File: src/sv/thc_pkg.sv
// Shared types and constants for the thermostat hysteresis controller.
`default_nettype none

package thc_pkg;

    // Command codes carried by an input beat
    localparam logic [1:0] CMD_UPDATE  = 2'd0;
    localparam logic [1:0] CMD_ENABLE  = 2'd1;
    localparam logic [1:0] CMD_DISABLE = 2'd2;

    // Mode codes reported on the result beat
    localparam logic [1:0] MODE_OFF  = 2'd0;
    localparam logic [1:0] MODE_IDLE = 2'd1;
    localparam logic [1:0] MODE_HEAT = 2'd2;
    localparam logic [1:0] MODE_COOL = 2'd3;

    // Configuration register indexes
    localparam logic [1:0] REG_SET_POINT  = 2'd0;
    localparam logic [1:0] REG_HYSTERESIS = 2'd1;
    localparam logic [1:0] REG_COOL_DELAY = 2'd2;

    localparam int CFG_IDX_W = 2;
    localparam int CFG_DATA_W = 23;
    localparam int SP_W = 10;
    localparam int HY_W = 11;
    localparam int TEMP_W = 12;
    // Wide enough for set point +/- hysteresis and any temperature
    localparam int CMP_W = 13;

    localparam logic signed [CMP_W-1:0] T_HIGH = 13'sd500;
    localparam logic signed [CMP_W-1:0] T_LOW  = -13'sd100;
    localparam logic [9:0] MS_PER_S = 10'd1000;

    typedef struct packed {
        logic [1:0]               command;
        logic signed [TEMP_W-1:0] temperature;
        logic [31:0]              now_ms;
    } t_in_item;

    typedef struct packed {
        logic [1:0]  mode;
        logic        heater_drive;
        logic        cooler_drive;
        logic        settings_valid;
        logic [31:0] delay_remaining_ms;
        logic        enabled;
    } t_out_item;

    typedef struct packed {
        logic signed [SP_W-1:0] set_point;
        logic signed [HY_W-1:0] hysteresis;
        logic [31:0]            delay_ms;
        logic                   settings_ok;
    } t_cfg_stat;

endpackage

`default_nettype wire

File: src/sv/thc_cfg.sv
// Configuration registers, delay scaling to milliseconds and settings range check.
`default_nettype none

module thc_cfg (
    input  wire logic                           i_clk,
    input  wire logic                           i_rst_n,
    input  wire logic                           i_cfg_we,
    input  wire logic [thc_pkg::CFG_IDX_W-1:0]  i_cfg_idx,
    input  wire logic [thc_pkg::CFG_DATA_W-1:0] i_cfg_wdata,
    output thc_pkg::t_cfg_stat                  o_cfg
);
    import thc_pkg::*;

    logic signed [SP_W-1:0]  r_sp;
    logic signed [HY_W-1:0]  r_hy;
    logic [31:0]             r_delay_ms;
    logic [CFG_DATA_W+9:0]   w_delay_prod;
    logic signed [CMP_W-1:0] w_sp;
    logic signed [CMP_W-1:0] w_hy;
    logic signed [CMP_W-1:0] w_band_lo;
    logic signed [CMP_W-1:0] w_band_hi;

    // seconds to ms, kept modulo 2^32
    assign w_delay_prod = (CFG_DATA_W+10)'(i_cfg_wdata) * (CFG_DATA_W+10)'(MS_PER_S);

    always_ff @(posedge i_clk) begin
        if (!i_rst_n) begin
            r_sp       <= '0;
            r_hy       <= '0;
            r_delay_ms <= '0;
        end else if (i_cfg_we) begin
            case (i_cfg_idx)
                REG_SET_POINT:  r_sp       <= i_cfg_wdata[SP_W-1:0];
                REG_HYSTERESIS: r_hy       <= i_cfg_wdata[HY_W-1:0];
                REG_COOL_DELAY: r_delay_ms <= w_delay_prod[31:0];
                default: ;
            endcase
        end
    end

    assign w_sp      = {{(CMP_W-SP_W){r_sp[SP_W-1]}}, r_sp};
    assign w_hy      = {{(CMP_W-HY_W){r_hy[HY_W-1]}}, r_hy};
    assign w_band_lo = w_sp - w_hy;
    assign w_band_hi = w_sp + w_hy;

    always_comb begin
        o_cfg.set_point   = r_sp;
        o_cfg.hysteresis  = r_hy;
        o_cfg.delay_ms    = r_delay_ms;
        o_cfg.settings_ok = (w_sp >= T_LOW) && (w_sp <= T_HIGH) &&
                            (w_band_lo >= T_LOW) && (w_band_hi <= T_HIGH);
    end

endmodule

`default_nettype wire

File: src/sv/thc_fsm.sv
// Mode state, drive flags and cooling timestamp; computes the result for one beat.
`default_nettype none

module thc_fsm (
    input  wire logic               i_clk,
    input  wire logic               i_rst_n,
    input  wire logic               i_fire,
    input  wire thc_pkg::t_in_item  i_item,
    input  wire thc_pkg::t_cfg_stat i_cfg,
    output thc_pkg::t_out_item      o_res
);
    import thc_pkg::*;

    typedef enum logic [1:0] {
        ST_OFF  = MODE_OFF,
        ST_IDLE = MODE_IDLE,
        ST_HEAT = MODE_HEAT,
        ST_COOL = MODE_COOL
    } t_state;

    t_state       r_state;
    t_state       n_state;
    logic [31:0]  r_last_ms;
    logic [31:0]  n_last_ms;
    logic         r_heater;
    logic         n_heater;
    logic         r_cooler;
    logic         n_cooler;

    logic signed [CMP_W-1:0] w_temp;
    logic signed [CMP_W-1:0] w_sp;
    logic signed [CMP_W-1:0] w_hy;
    logic [31:0]             w_elapsed_old;
    logic [31:0]             w_elapsed_new;

    assign w_temp = {{(CMP_W-TEMP_W){i_item.temperature[TEMP_W-1]}}, i_item.temperature};
    assign w_sp   = {{(CMP_W-SP_W){i_cfg.set_point[SP_W-1]}}, i_cfg.set_point};
    assign w_hy   = {{(CMP_W-HY_W){i_cfg.hysteresis[HY_W-1]}}, i_cfg.hysteresis};
    assign w_elapsed_old = i_item.now_ms - r_last_ms;

    always_comb begin
        n_state   = r_state;
        n_last_ms = r_last_ms;
        n_heater  = r_heater;
        n_cooler  = r_cooler;
        case (i_item.command)
            CMD_ENABLE: begin
                n_state   = ST_IDLE;
                n_last_ms = i_item.now_ms;
            end
            CMD_DISABLE: begin
                n_state = ST_OFF;
            end
            CMD_UPDATE: begin
                if (i_cfg.settings_ok) begin
                    case (r_state)
                        ST_COOL: begin
                            n_last_ms = i_item.now_ms;
                            if (w_temp < w_sp) begin
                                n_cooler = 1'b0;
                                n_state  = ST_IDLE;
                            end
                        end
                        ST_HEAT: begin
                            if (w_temp > w_sp) begin
                                n_heater = 1'b0;
                                n_state  = ST_IDLE;
                            end
                        end
                        ST_IDLE: begin
                            // heating test wins when the band is inverted
                            if (w_temp <= w_sp - w_hy) begin
                                n_heater = 1'b1;
                                n_state  = ST_HEAT;
                            end else if (w_temp >= w_sp + w_hy &&
                                         w_elapsed_old >= i_cfg.delay_ms) begin
                                n_cooler = 1'b1;
                                n_state  = ST_COOL;
                            end
                        end
                        default: ;
                    endcase
                end
            end
            default: ;
        endcase
    end

    assign w_elapsed_new = i_item.now_ms - n_last_ms;

    always_comb begin
        o_res.mode           = n_state;
        o_res.heater_drive   = n_heater;
        o_res.cooler_drive   = n_cooler;
        o_res.settings_valid = i_cfg.settings_ok;
        o_res.enabled        = (n_state != ST_OFF);
        if (n_state == ST_IDLE && i_cfg.settings_ok && w_elapsed_new < i_cfg.delay_ms) begin
            o_res.delay_remaining_ms = i_cfg.delay_ms - w_elapsed_new;
        end else begin
            o_res.delay_remaining_ms = '0;
        end
    end

    always_ff @(posedge i_clk) begin
        if (!i_rst_n) begin
            r_state   <= ST_OFF;
            r_last_ms <= '0;
            r_heater  <= 1'b0;
            r_cooler  <= 1'b0;
        end else if (i_fire) begin
            r_state   <= n_state;
            r_last_ms <= n_last_ms;
            r_heater  <= n_heater;
            r_cooler  <= n_cooler;
        end
    end

    // cooling is only entered with the cooler switched on, and the cooler stays on while cooling
    a_cool_has_cooler: assert property (@(posedge i_clk) disable iff (!i_rst_n)
        r_state == ST_COOL |-> r_cooler)
        else $error("cooling mode without cooler drive");

    a_heat_has_heater: assert property (@(posedge i_clk) disable iff (!i_rst_n)
        r_state == ST_HEAT |-> r_heater)
        else $error("heating mode without heater drive");

    a_remaining_idle_only: assert property (@(posedge i_clk) disable iff (!i_rst_n)
        o_res.delay_remaining_ms != '0 |-> (o_res.mode == MODE_IDLE && i_cfg.settings_ok))
        else $error("delay remaining reported outside idle with valid settings");

endmodule

`default_nettype wire

File: src/sv/thermostat_hysteresis_controller.sv
// Path: an accepted beat is held in the input register, and its result is loaded
// into the output register once that register is empty or being read.
// Throughput: one beat per clock; a stalled result holds the input register full.
// Per-beat work is one comparison set and 32-bit subtracts between the two registers.
// Reset (synchronous, active low): mode off, drives off, timestamp and config zero.
`default_nettype none

module thermostat_hysteresis_controller (
    input  wire logic                           i_clk,
    input  wire logic                           i_rst_n,
    input  wire logic                           i_in_valid,
    output logic                                o_in_ready,
    input  wire thc_pkg::t_in_item              i_in_data,
    output logic                                o_out_valid,
    input  wire logic                           i_out_ready,
    output thc_pkg::t_out_item                  o_out_data,
    input  wire logic                           i_cfg_we,
    input  wire logic [thc_pkg::CFG_IDX_W-1:0]  i_cfg_idx,
    input  wire logic [thc_pkg::CFG_DATA_W-1:0] i_cfg_wdata
);
    import thc_pkg::*;

    logic      r_in_vld;
    t_in_item  r_in;
    logic      r_out_vld;
    t_out_item r_out;
    logic      w_adv;
    t_cfg_stat w_cfg;
    t_out_item w_res;

    thc_cfg u_cfg (
        .i_clk       (i_clk),
        .i_rst_n     (i_rst_n),
        .i_cfg_we    (i_cfg_we),
        .i_cfg_idx   (i_cfg_idx),
        .i_cfg_wdata (i_cfg_wdata),
        .o_cfg       (w_cfg)
    );

    thc_fsm u_fsm (
        .i_clk   (i_clk),
        .i_rst_n (i_rst_n),
        .i_fire  (w_adv),
        .i_item  (r_in),
        .i_cfg   (w_cfg),
        .o_res   (w_res)
    );

    assign w_adv      = r_in_vld && (!r_out_vld || i_out_ready);
    assign o_in_ready = !r_in_vld || w_adv;

    always_ff @(posedge i_clk) begin
        if (!i_rst_n) begin
            r_in_vld  <= 1'b0;
            r_out_vld <= 1'b0;
        end else begin
            if (o_in_ready) begin
                r_in_vld <= i_in_valid;
            end
            if (!r_out_vld || i_out_ready) begin
                r_out_vld <= r_in_vld;
            end
        end
    end

    always_ff @(posedge i_clk) begin
        if (i_in_valid && o_in_ready) begin
            r_in <= i_in_data;
        end
        if (w_adv) begin
            r_out <= w_res;
        end
    end

    assign o_out_valid = r_out_vld;
    assign o_out_data  = r_out;

    a_out_held: assert property (@(posedge i_clk) disable iff (!i_rst_n)
        r_out_vld && !i_out_ready |=> r_out_vld && $stable(r_out))
        else $error("pending result lost or changed while stalled");

    a_in_held: assert property (@(posedge i_clk) disable iff (!i_rst_n)
        r_in_vld && !w_adv |=> r_in_vld && $stable(r_in))
        else $error("pending input beat dropped before processing");

endmodule

`default_nettype wire
File: config.mk
export PLATFORM = sky130hd
export DESIGN_NAME = thermostat_hysteresis_controller
export DESIGN_NICKNAME = d
export VERILOG_FILES = /design/src/sv/thc_pkg.sv /design/src/sv/thc_cfg.sv /design/src/sv/thc_fsm.sv /design/src/sv/thermostat_hysteresis_controller.sv
export SDC_FILE = /design/constraint.sdc
export NUM_CORES = 1
export LEC_CHECK = 0
export BUFFER_PORTS_ARGS = -buffer_cell sky130_fd_sc_hd__buf_2
export CAP_MARGIN = 30
export CELL_PAD_IN_SITES_DETAIL_PLACEMENT = 2
export CELL_PAD_IN_SITES_GLOBAL_PLACEMENT = 2
export CORE_MARGIN = 2
export CORE_UTILIZATION = 40
export DETAILED_ROUTE_END_ITERATION = 8
export GPL_ROUTABILITY_DRIVEN = 0
export GPL_TIMING_DRIVEN = 0
export HOLD_SLACK_MARGIN = 0.05
export PLACE_DENSITY_LB_ADDON = 0.1
export SYNTH_ARGS = -nofsm -noshare
export SYNTH_HDL_FRONTEND = slang
export SYNTH_HIERARCHICAL = 1
export SYNTH_SLANG_ARGS = --single-unit
File: constraint.sdc
create_clock -name i_clk -period 8.3 [get_ports i_clk]
set_input_delay 1.245 -clock i_clk [delete_from_list [all_inputs] [get_ports i_clk]]
set_output_delay 1.245 -clock i_clk [all_outputs]
set_load 0.1 [all_outputs]
======== Yosys cells after proc, flatten, opt, wreduce, memory -nomap -nowiden ========
Index checks and enable logic that the tools add are counted.
word-level totals
  memory bits (read-only) ................. 0
  input port bits ......................... 76
  bits in latches ......................... 0
  output and inout bits ................... 40
  memories ................................ 0
  bits in writable memories ............... 0
  logic and storage cells ................. 81
  bits in registers ....................... 172
operators by class
  shift-type cells ........................ 0
  bitwise gates (word level) .............. 0
  multiplexer cells ....................... 21
  div/mod/pow operators ................... 0
  multiply operators ...................... 1
  reduce and logical (&&, ||, !) cells .... 18
  equal/unequal tests ..................... 8
  order comparisons ....................... 10
  add/sub/neg operators ................... 5
operators by type and width
  cell                   count
  $sub 32x32->32         3
  $mux 32                2
  $pmux 32 s2            1
  $ge 32x32->1           1
  $lt 32x32->1           1
  $mul 23x7->29 const B  1
  $add 10x11->12         1
  $ge 12x12->1           1
  $ge 12x8->1 const B    1
  $gt 12x10->1           1
  $le 12x10->1 const B   1
  $le 12x12->1           1
  $lt 12x10->1           1
  $pmux 2 s3             2
  $sub 10x11->12         1
  $ge 10x8->1 const B    1
  $le 10x10->1 const B   1
  $mux 2                 5
  $mux 1                 9
  $eq 2x1->1 const B     4
  $eq 2x2->1 const B     4
  $logic_and 1x1->1      8
  $reduce_and 2->1       3
  $logic_not 2->1        2
  4 further kinds        7

======== Logic depth before layout (Yosys ltp) ========
  word-level depth ........................ 11
  gate-level depth with buffers ........... 37
  mapped depth without buffers ............ 37

======== Modules after synthesis ========
The synthesis kept the hierarchy.
modules (own cells, without submodules)
  module                            area each (um2)  sequential area each (um2)  times used  cells each
  thc_fsm                           8,968.6          720.7                       1           1,213
  thc_cfg                           6,627.6          1,001.0                     1           730
  thermostat_hysteresis_controller  2,626.3          2,562.5                     1           93

======== Worst setup path before layout ========
OpenSTA, ideal clock, no wires.
  path type ............................... register to register
  start ................................... reg u_cfg.r_sp[0]
  end ..................................... reg r_out (netlist bit o_out_data[32]), data pin
  path slack .............................. 0.665 ns
  data required time ...................... 8.030 ns
  cell stages (with the launch flop) ...... 37
  period minus slack after synthesis ...... 7.635 ns
  buffers on the path ..................... 2
  setup time .............................. 0.270 ns
  arrival ................................. 7.365 ns
  cell sequence ........................... dfxtp_1 -> inv_1 -> ha_1 -> fa_1 -> or2_1 -> a21bo_2 -> a21oi_1 -> o21ai_0 -> a311o_1 -> nor4_1 -> o22a_1 -> a21oi_1 -> nor2_1 -> clkbuf_1 -> mux2i_1 -> ha_1 -> nor2b_1 -> o311ai_0 -> nand2_1 -> a21o_1 -> nand2_1 -> nand2_1 -> a21o_1 -> a21o_1 -> a21oi_1 -> xor2_1 -> ha_1 -> nand2_1 -> o21ai_0 -> nor3_1 -> o21ai_1 -> a41o_1 -> a221oi_2 -> o211ai_1 -> nand4_1 -> clkbuf_1 -> nor3_1
RTL lines
  what                    RTL line                                text
  start, declared         thc_cfg.sv:14                           logic signed [SP_W-1:0] r_sp;
  start signal, assigned  thc_cfg.sv:33                           REG_SET_POINT: r_sp <= i_cfg_wdata[SP_W-1:0];
  end signal, assigned    thermostat_hysteresis_controller.sv:71  r_out <= w_res;
  end, declared           thermostat_hysteresis_controller.sv:26  t_out_item r_out;

==> summary by stage <==
Layout
The total inserted antenna cells is 0. The layout filler cell count is 4909. In the final layout, the multi-input gates occupy 13200 µm². At the end of the flow the core is filled with cells to 0.466.

The fraction of layout instances using a drive strength above 1 is 0.137. The combined flip-flop and latch cell area is 4310 µm². Compared with the post-synthesis result, the final layout area differs by 15.6%.

The final layout net count is 2654. The final instance area is 21100 µm². The post-route non-filler standard cell count is 2829.

Timing
After layout, the worst setup slack is 0.170 ns. The worst clock skew on the final layout is 0.0150 ns. Of the available clock period, the critical path in the final layout requires 0.980. The fmax is 123 MHz. The final hold violation count is 0. The final count of negative-setup-slack endpoints is 0. The final-report max-slew violation count is 0.

Final hold analysis gives a worst-case slack of 0.481 ns. At the pin with the least slew margin, the transition time is 0.837 ns. The routed design could run at a clock period as short as 8.13 ns. The total negative slack is 0 ns. The relative max-transition margin is 0.442.

Setup repair after global routing could not meet its margin everywhere.

Clock tree
Clock tree synthesis found a total of 172 sinks. The tree is rooted in a clkbuf_16. The H-tree was split into 4 levels. The register clock-pin slew on the reported worst setup and hold paths is 0.07 ns. Counting along the longest clock path gives a buffer depth of 2.

The TritonCTS clock tree is done. The number of buffers inserted for hold repair after clock tree synthesis is 0. The later-pin clock latency in the skew report is 0.48 ns. The clock buffer count from CTS is 17.

Route
The first TritonRoute pass finished after 5 iterations. The average wire per standard cell is 21.0 µm. After detailed routing, the total wire length is 59300 µm. The final route contains 15468 vias.

The antenna violation net count after detailed routing is 0. Dividing the detail-routed via count by the number of cells gives 5.47. For this run, design rule violations remaining after detail routing come to 0.

For this block, the initial DRC count from the detailed router was 582.

GRT
Across every metal layer, demand over resource in global routing totals 0.252. After global routing the overflow that remains totals 0. The maximum number of pins on one net before global-route repair is 33.

In the global route stage, met1 resource usage came out at 0.308. For this run, global-route usage on met2 was measured as 0.459. The via count of the first global-routing pass is 17465. The initial antenna violation count is 0. The first-pass GRT wire length is 93400 µm. The most crowded layer after global routing is met2. The met3 track utilization from global routing is 0.0375.

Pwr
The maximum ir drop on the vdd rail is 0.179 mV. The leakage power is 9.07 nW. The design draws 4.66 mW. For this design the ratio of total power to cell area is 221 nW/µm².

Yosys
The post-synthesis cell type count is 95. In this run, synthesis produced a sequential element count of 172. Counting flops with an async set or reset pin after synthesis yields a share of 0. During synthesis, Yosys emitted a total of 6 warnings. The most frequently used flop master after synthesis is dfxtp_1.

The largest total area in the synthesized netlist belongs to ha_1. The synthesized area is 18200 µm². In this run, synthesis inferred 84 flip-flops with an integrated enable. After technology mapping, the gate count stands at 2036. In the post-synthesis netlist, the cell with the most instances is ha_1. The mean cell area of the mapped netlist is 8.95 µm². For this run, the register share of the synthesized area comes to 0.235.

Ranked by total cell area, the synthesized netlist is headed by ha_1 (19%), edfxtp_1 (14%), fa_1 (9.8%), dfxtp_1 (9.7%), inv_1 (5.4%). The commonest cells after synthesis are ha_1 (273), inv_1 (263), nand2_1 (170). The area share of the leading cell type in the synthesized netlist is 0.187.

Critical path
Broken down by cell family, the worst path's largest delay share belongs to compound AO/OA/AOI/OAI gates. The cell that appears most often on the critical path is a21oi_2. Data on the critical path is required at its endpoint by 8.52 ns. The endpoint class of the critical path is a flip-flop. The slowest stage of the critical path is the fa_2 cell.

The largest fanout on the critical path is 7. The arrival time of data at the critical path endpoint is 8.35 ns. The critical path's largest stage delay is 0.42 ns. The critical path is of the reg -> reg type.

Counting both buffers and inverters, the worst setup path holds a total of 5. The category of the worst setup path launch point is a flip-flop.

Floorplan
The overall die width is 217 µm. The starting utilization of the core area is 0.403. The die extent in y is 217 µm. The floorplan has 78 rows.

116 I/O pins were placed. The floorplan die area is 47300 µm². The total area inside the core boundary comes to 45200 µm².

Place
Including well taps, the total number of placed cells is 2756. Detailed placement finished with a half-perimeter wire length of 47600 µm. The standard cell area after detailed placement is 19600 µm². Port buffering added 115 buffers. The pre-CTS setup slack is -2.32 ns.

Worst hold path
The kind of path behind the tightest hold check is reg -> reg.

Flow run
Max-cap violations in this run came to 0.

Outcome
The flow ran to the end, and the final reports show no timing, DRC or antenna violations.
[per-layer routing]
layer	wire, µm	share of wire
met1	26300	0.44
met2	30400	0.51
met3	1510	0.026
met4	1130	0.019
met5	0	0
[cells by family (layout without fill, tap and decap cells)]
group | count (synthesis) | count (layout) | synth area share
AO/OA/AOI/OAI | 521 | 521 | 0.190
XOR/XNOR | 133 | 133 | 0.0639
adder cells (fa/ha/maj) | 362 | 362 | 0.285
buffers and inverters | 308 | 499 | 0.0648
flip-flops | 172 | 172 | 0.235
multiplexers | 47 | 47 | 0.0259
other | 1 | 3 | 0.000206
AND/OR/NAND/NOR | 492 | 492 | 0.135
[registers in the layout, summed over array words and instances (netlist names), 2 cells and up]
name	flops
u_cfg/r_hy	11
u_cfg/r_delay_ms	29
o_out_data	38
r_in	46
u_cfg/r_sp	10
u_fsm/r_state	2
u_fsm/r_last_ms	32
[report_power, final]
part           internal (mW)  switching, mW
Combinational           1.17           1.67
Clock                  0.439          0.358
Sequential             0.953         0.0776
[worst register-to-register path: cells and delay by family (launching register included)]
family,cells,cell delay (ns)
AOI/OAI and AO/OA,17,3.33
xor gates and xnor gates,2,0.28
adders and majority gates,4,1.28
buffers and inverters,5,0.73
DFF,1,0.39
muxes,1,0.20
and+or+nand+nor,9,1.65
[area by class of cell]
| type | count | area share |
|---|---|---|
| clock buffers | 20 | 0.0207 |
| repair buffers | 164 | 0.0463 |
| multi-input cells | 1558 | 0.627 |
| inverters | 263 | 0.0469 |
| plain buffers | 40 | 0.0126 |
| clock inverters | 12 | 0.00588 |
| well taps | 600 | 0.0356 |
| flip-flops and latches | 172 | 0.205 |
[what timing repair did]
action	4_1_cts	5_1_grt
gates cloned	1	0
pin swaps	30	46
buffers inserted	27	18
resized for setup	59	74
setup endpoints to repair	32	32
[layout by cell type, fill, tap and decap left out, types with 51 or more instances in the layout]
| cell | count |
|---|---|
| edfxtp_1 | 84 |
| xnor2_1 | 84 |
| a21oi_1 | 136 |
| nor2_1 | 79 |
| inv_1 | 263 |
| fa_1 | 87 |
| ha_1 | 267 |
| a21o_1 | 59 |
| dfxtp_1 | 78 |
| o21ai_0 | 69 |
| nand2_1 | 169 |
| buf_4 | 51 |
| buf_2 | 116 |
[path summary, 6_finish.rpt]
path	start	end	slack, ns	cells past startpoint
worst min-delay path	u_fsm/r_last_ms[26]$_SDFFE_PN0P_	u_fsm/r_last_ms[26]$_SDFFE_PN0P_	0.48	2
worst min register to register	u_fsm/r_last_ms[26]$_SDFFE_PN0P_	u_fsm/r_last_ms[26]$_SDFFE_PN0P_	0.48	2
worst max-delay path	u_cfg/r_hy[0]$_SDFFE_PN0P_	o_out_data[23]$_DFFE_PP_	0.17	38
worst max register to register	u_cfg/r_hy[0]$_SDFFE_PN0P_	o_out_data[23]$_DFFE_PP_	0.17	38
Power figures use the tool's default switching activity.
